--- config.mk ---
export PLATFORM = sky130hd
export DESIGN_NAME = tcsw_ctrl
export DESIGN_NICKNAME = d
export VERILOG_FILES = /design/src/rtl/tcsw_pkg.sv /design/src/rtl/tcsw_ctrl.sv
export SDC_FILE = /design/constraint.sdc
export NUM_CORES = 1
export LEC_CHECK = 0
export BUFFER_PORTS_ARGS = -buffer_cell sky130_fd_sc_hd__buf_4
export CAP_MARGIN = 30
export CORE_MARGIN = 4
export CORE_UTILIZATION = 45
export DETAILED_ROUTE_END_ITERATION = 8
export GPL_TIMING_DRIVEN = 0
export PLACE_DENSITY = 0.81
export SETUP_SLACK_MARGIN = 0.02
export SKIP_CTS_REPAIR_TIMING = 1
export SLEW_MARGIN = 20
export SYNTH_ARGS = -nofsm -noshare
export SYNTH_HDL_FRONTEND = slang
export SYNTH_SLANG_ARGS = --single-unit
export TNS_END_PERCENT = 30
--- constraint.sdc ---
create_clock -name clock -period 1.65 [get_ports clock]
set_input_delay 0.0825 -clock clock [delete_from_list [all_inputs] [get_ports clock]]
set_output_delay 0.0825 -clock clock [all_outputs]
set_load 0.1 [all_outputs]
--- src/rtl/tcsw_pkg.sv ---
// tcsw_pkg: shared types and constants for the text console scroll window unit
// used by tcsw_ctrl, tcsw_datapath and text_console_scroll_window_unit
`default_nettype none

package tcsw_pkg;

   localparam int unsigned CHAR_W = 8;
   localparam int unsigned COLOR_W = 4;
   localparam int unsigned CELL_W = 16;
   localparam int unsigned OUT_COL_W = 7;
   localparam int unsigned OUT_ROW_W = 5;
   localparam int unsigned REQ_DATA_W = 24;
   localparam int unsigned RSP_DATA_W = 32;
   localparam int unsigned CSR_INDEX_W = 1;

   localparam logic OP_PUT = 1'b0;
   localparam logic OP_READ = 1'b1;

   localparam logic [CSR_INDEX_W-1:0] CSR_FG_COLOR = 1'b0;
   localparam logic [CSR_INDEX_W-1:0] CSR_BG_COLOR = 1'b1;

   localparam logic [CHAR_W-1:0] CH_BS = 8'h08;
   localparam logic [CHAR_W-1:0] CH_NL = 8'h0A;
   localparam logic [CHAR_W-1:0] CH_SPACE = 8'h20;

   localparam logic [COLOR_W-1:0] FG_RESET = 4'd14;
   localparam logic [COLOR_W-1:0] BG_RESET = 4'd1;
   localparam logic [CELL_W-1:0] BLANK_CELL = {BG_RESET, FG_RESET, CH_SPACE};

   typedef struct packed {
      logic clear_step;
      logic load_item;
      logic exec;
      logic read_capture;
      logic put;
      logic scroll_step;
      logic blank_step;
      logic result_load;
   } cmd_type;

   typedef struct packed {
      logic clear_last;
      logic is_read;
      logic is_bs;
      logic is_print;
      logic need_nl;
      logic nl_scroll;
      logic scroll_last;
      logic blank_last;
      logic scroll_none;
      logic blank_none;
      logic out_free;
   } status_type;

endpackage

`default_nettype wire

--- src/rtl/tcsw_ctrl.sv ---
// tcsw_ctrl: sequencing state machine for the console unit
// depends on tcsw_pkg; drives tcsw_datapath through command and status structs
`default_nettype none

module tcsw_ctrl (
   input  wire logic                clock,
   input  wire logic                reset,
   input  wire logic                req_valid,
   output logic                     req_ready,
   input  wire tcsw_pkg::status_type status,
   output tcsw_pkg::cmd_type        cmd
);

   typedef enum logic [8:0] {
      ST_CLEAR  = 9'b000000001,
      ST_IDLE   = 9'b000000010,
      ST_EXEC   = 9'b000000100,
      ST_RDWAIT = 9'b000001000,
      ST_PUT    = 9'b000010000,
      ST_SCROLL = 9'b000100000,
      ST_DRAIN  = 9'b001000000,
      ST_BLANK  = 9'b010000000,
      ST_RESULT = 9'b100000000
   } state_type;

   state_type state_ff;
   state_type state_in;
   state_type after_blank;

   always_comb begin
      after_blank = status.is_print ? ST_PUT : ST_RESULT;
      state_in = state_ff;
      cmd = '0;
      req_ready = 1'b0;
      unique case (state_ff)
         ST_CLEAR: begin
            cmd.clear_step = 1'b1;
            if (status.clear_last) begin
               state_in = ST_IDLE;
            end
         end
         ST_IDLE: begin
            req_ready = 1'b1;
            if (req_valid) begin
               cmd.load_item = 1'b1;
               state_in = ST_EXEC;
            end
         end
         ST_EXEC: begin
            cmd.exec = 1'b1;
            priority if (status.is_read) begin
               state_in = ST_RDWAIT;
            end else if (status.is_bs) begin
               state_in = ST_RESULT;
            end else if (status.nl_scroll) begin
               priority if (!status.scroll_none) begin
                  state_in = ST_SCROLL;
               end else if (!status.blank_none) begin
                  state_in = ST_BLANK;
               end else begin
                  state_in = after_blank;
               end
            end else if (status.need_nl) begin
               state_in = after_blank;
            end else begin
               state_in = ST_PUT;
            end
         end
         ST_RDWAIT: begin
            cmd.read_capture = 1'b1;
            state_in = ST_RESULT;
         end
         ST_PUT: begin
            cmd.put = 1'b1;
            state_in = ST_RESULT;
         end
         ST_SCROLL: begin
            cmd.scroll_step = 1'b1;
            if (status.scroll_last) begin
               state_in = ST_DRAIN;
            end
         end
         ST_DRAIN: begin
            state_in = status.blank_none ? after_blank : ST_BLANK;
         end
         ST_BLANK: begin
            cmd.blank_step = 1'b1;
            if (status.blank_last) begin
               state_in = after_blank;
            end
         end
         ST_RESULT: begin
            if (status.out_free) begin
               cmd.result_load = 1'b1;
               state_in = ST_IDLE;
            end
         end
         default: begin
            state_in = ST_CLEAR;
         end
      endcase
   end

   always_ff @(posedge clock) begin
      if (reset) begin
         state_ff <= ST_CLEAR;
      end else begin
         state_ff <= state_in;
      end
   end

endmodule

`default_nettype wire

# == Word level (Yosys, flattened, before mapping) ==
# Cells that the tools add are included.
# totals
register_bits,9
in_bits,14
wordCells,41
# op_classes
eq_ne,14
muxes,24
reduce_logical,2
# ops
cell,count
$mux W9,12
$pmux W9 S8,1
$mux W1,11
$ne A2 B2 Y1 const B,5
$eq A9 B1 Y1 const B,1
$eq A9 B2 Y1 const B,1
$eq A9 B3 Y1 const B,1
$eq A9 B4 Y1 const B,1
$eq A9 B5 Y1 const B,1
$eq A9 B6 Y1 const B,1
$eq A9 B7 Y1 const B,1
$eq A9 B8 Y1 const B,1
$eq A9 B9 Y1 const B,1
$reduce_and A5 Y1,1
$reduce_or A2 Y1,1

# == Depth between registers and ports, before layout ==
# logic_depth
depth_word,7
mapped_depth,6

# == Worst setup path before layout ==
# No wires, ideal clock.
# synth_timing
path_type,flip-flop to output port
from,reg state_ff[4]
to,out cmd[6] (netlist bit)
arrival_ns,5.099
required_ns,1.567
path_slack_ns,-3.531
stages_incl_launch_ff,6
n_path_buf,1
cell_sequence,dfxtp_1 > buf_6 > nor4_4 > nand2_1 > nor4b_1 > and2_1
# synth_lines
element,line,rtl
"start, declared",tcsw_ctrl.sv:26,state_type state_ff;
"start signal, assigned",tcsw_ctrl.sv:108,state_ff <= state_in;
"end, declared",tcsw_ctrl.sv:11,output tcsw_pkg::cmd_type cmd

==> summary.md <==
| Metric | Value |
|---|---|
| Initial DRT Pass Iterations | 4 |
| Max-cap violations | 0 |
| Antenna Cells | 0 |
| Max VDD drop | 689 uV |
| Synth async-reset ratio | 0% |
| RSZ-0062 raised after global routing | yes |
| Cells after synthesis | 103 |
| Die Y | 50.4 um |
| Root Driver | clkbuf_4 |
| Synthesis Warnings | 0 |
| WL final | 2650 um |
| Via density | 5.96 |
| Detailed Place HPWL | roughly 1600 um |
| Pre-CTS WS | -0.242 ns |
| Clock buffer depth | 2 |
| Pwr dens | 1010 nW/um2 |
| Post-synthesis sequential area ratio | 22.2% |
| Violated checks | negative setup slack |
| Chip Width | 50.4 um |
| Total GRT Usage | 17.7% |
| HP Class | in -> reg |
| Nature of the critical path startpoint | flop |
| Flop2flop setup slack | -0.20 ns |
| Cell Rows | 15 |
| Worst reg2reg path endpoint | state_ff[5] |
| Clock Latency Late Sink | between 0.2 and 0.3 ns |
| Final min period | approximately 2.0 ns |
| Critical path's largest stage delay | between 0.3 and 0.4 ns |
| Vias | 978 |
| Final setup viols | 18 |
| Largest reg by FF count | state_ff |
| Clk slew on worst S/H paths | 0.08 ns |
| Most used DFF post-synth | dfxtp_1 |
| Crit path max-delay cell type | nor4_4 |
| Register-to-Register Path Depth | 7 |
| Skew final | roughly 0.0053 ns |
| Fraction of layout cells with a size suffix above 1 | 50.4% |
| Number of synthesized flops with an enable pin | 0 |
| Max FFs per register | 9 |
| Distinct cells, synth | 39 |
| Crit path cell chain | buf_6 > nor4_4 > nand2_2 > nor4b_4 > and2_4 > buf_12 |
| Routed Antenna Nets | 0 |
| Worst Setup End Kind | primary output |
| Drt initial violations | 57 |
| Die area | 2540 um2 |
| Final period util | 120% |
| Vias in the first global route | 770 |
| Post-route setup TNS | -3.23 ns |
| Syn Std Cell Area | 811 um2 |
| CP startpoint | state_ff[5] |
| Fillers | 113 |
| Syn_nets | 117 |
| Crit path DAT | 1.90 ns |
| Measured slew at the worst slew-check pin | 0.456 ns |
| CTS sink count | 9 |
| Seq cells post-synth | 9 |
| Grt total ovfl | 0 |
| PnR worst setup slack | -0.336 ns |
| Pleak | 0.503 nW |
| PortBufs | 22 |
| Syn avg cell area | approximately 7.9 um2 |
| First-pass GRT wire length | 3350 um |
| Layout Utilization | 75.9% |
| Initial antenna violation count | 0 |
| Core Area | 1710 um2 |
| Placer Congestion | 0.788 |
| Fmax | 504 MHz |
| Initial core utilization | 47.5% |
| Worst Setup Path Type | reg -> out |
| CP endpoint | cmd[6] |
| RR Startpoint | state_ff[5] |
| Hold path startpoint | reset |
| Ports | 23 |
| Largest net degree at the start of global routing | 11 |
| Top cells by area, synth | dfxtp_1 (22%), nor3b_1 (5.6%), nor4b_1 (5.4%), nor4_4 (5.2%), nor2_1 (5.1%) |
| Area grow syn2layout | 59.9% |
| Status | finished with violations |
| Post-synth top area share | between 20% and 30% |
| CTS tree | yes |
| Worst rel slew slack | 69.5% |
| # nets final | 154 |
| Final hold vios | 0 |
| Routed WL per cell | about 16 um |
| Yosys top cell by area | dfxtp_1 |
| Largest registers | state_ff: 9 flops |
| Required time worst endpoint | 1.57 ns |
| Fin. max-slew vios | 0 |
| CTS Buf Count | 3 |
| CTS H-tree lvls | 1 |
| DR DRC count | 0 |
| CP Max Fanout | 5 |
worst max-delay path, delay by kind of cell (launching register included):
family	cells	cell delay [ns]
and+or+nand+nor	4	1.01
DFF	1	0.33
buffers and inverters	2	0.30
placed cells by master, fill, tap and decap left out, drive strengths merged, types with 2 or more instances in the layout:
cell type  instances
a21oi              4
and2               2
buf               39
clkbuf             5
dfxtp              9
inv                3
nand2              8
nand2b             3
nand3              2
nor2              11
nor3               8
nor3b              6
nor4               2
nor4b              5
o21ai              7
or3                3
xnor2              2
xor2               2
stage by stage:
step | cell area [um2] | total power [mW] | hold WS, ns | std cells
after floorplan | 853 | 0.812 | 0.152 | 103
after global placement | 1050 | 0.944 | 0.309 | 150
after detailed placement | 1050 | 0.958 | 0.312 | 150
after CTS | 1080 | 1.14 | 0.0197 | 154
after global routing | 1300 | 1.36 | 0.0272 | 164
final | 1300 | 1.31 | 0.0202 | 164
area by class of cell:
| class | instances | area [um2] | area share (%) |
|---|---|---|---|
| plain buffers | 8 | 65.1 | 5.02 |
| clock buffers | 4 | 26.3 | 2.03 |
| inverters | 3 | 11.3 | 0.869 |
| multi-input cells | 83 | 666 | 51.4 |
| flip-flops and latches | 9 | 183 | 14.1 |
| well taps | 25 | 31.3 | 2.41 |
| repair buffers | 32 | 314 | 24.2 |
worst min-delay path by stage:
stage | to | slack (ns) | depth (start not counted)
finish | state_ff[5] | 0.02 | 2
global route | state_ff[5] | 0.03 | 2
CTS | state_ff[5] | 0.02 | 2
detailed placement | state_ff[7] | 0.31 | 2
global placement | state_ff[7] | 0.31 | 2
floorplan | state_ff[7] | 0.15 | 1
per-layer routing:
layer	vias to the layer above	part of all wire (%)	GRT usage (%)
met2	57	46	27.4
met4	0	4.0	10.8
li1	447	-	-
met1	457	44	22.8
met3	17	6.5	2.67
met5	-	0	0
power by group:
| group | total, mW | leakage [nW] | switching (mW) | internal (mW) |
|---|---|---|---|---|
| Sequential | 0.267 | 0.0733 | 0.0221 | 0.245 |
| Clock | 0.190 | 0.0150 | 0.0964 | 0.0937 |
| Combinational | 0.853 | 0.415 | 0.530 | 0.323 |
Yosys cell counts, types with 3 or more instances:
cell       n
buf_2      3
nor3b_1    6
nand2_1    8
dfxtp_1    9
nor2_1    11
o21ai_0    7
nor4b_1    5
a21oi_1    4
inv_1      3
nor3_1     8
nand2b_1   3
kinds of logic after synthesis:
logic type,share of synthesized area (%)
compound gates,20.1
xor+xnor,4.32
buf+inv,8.49
flops,22.2
mux,1.23
simple gates,43.7
Power figures use the tool's default switching activity.
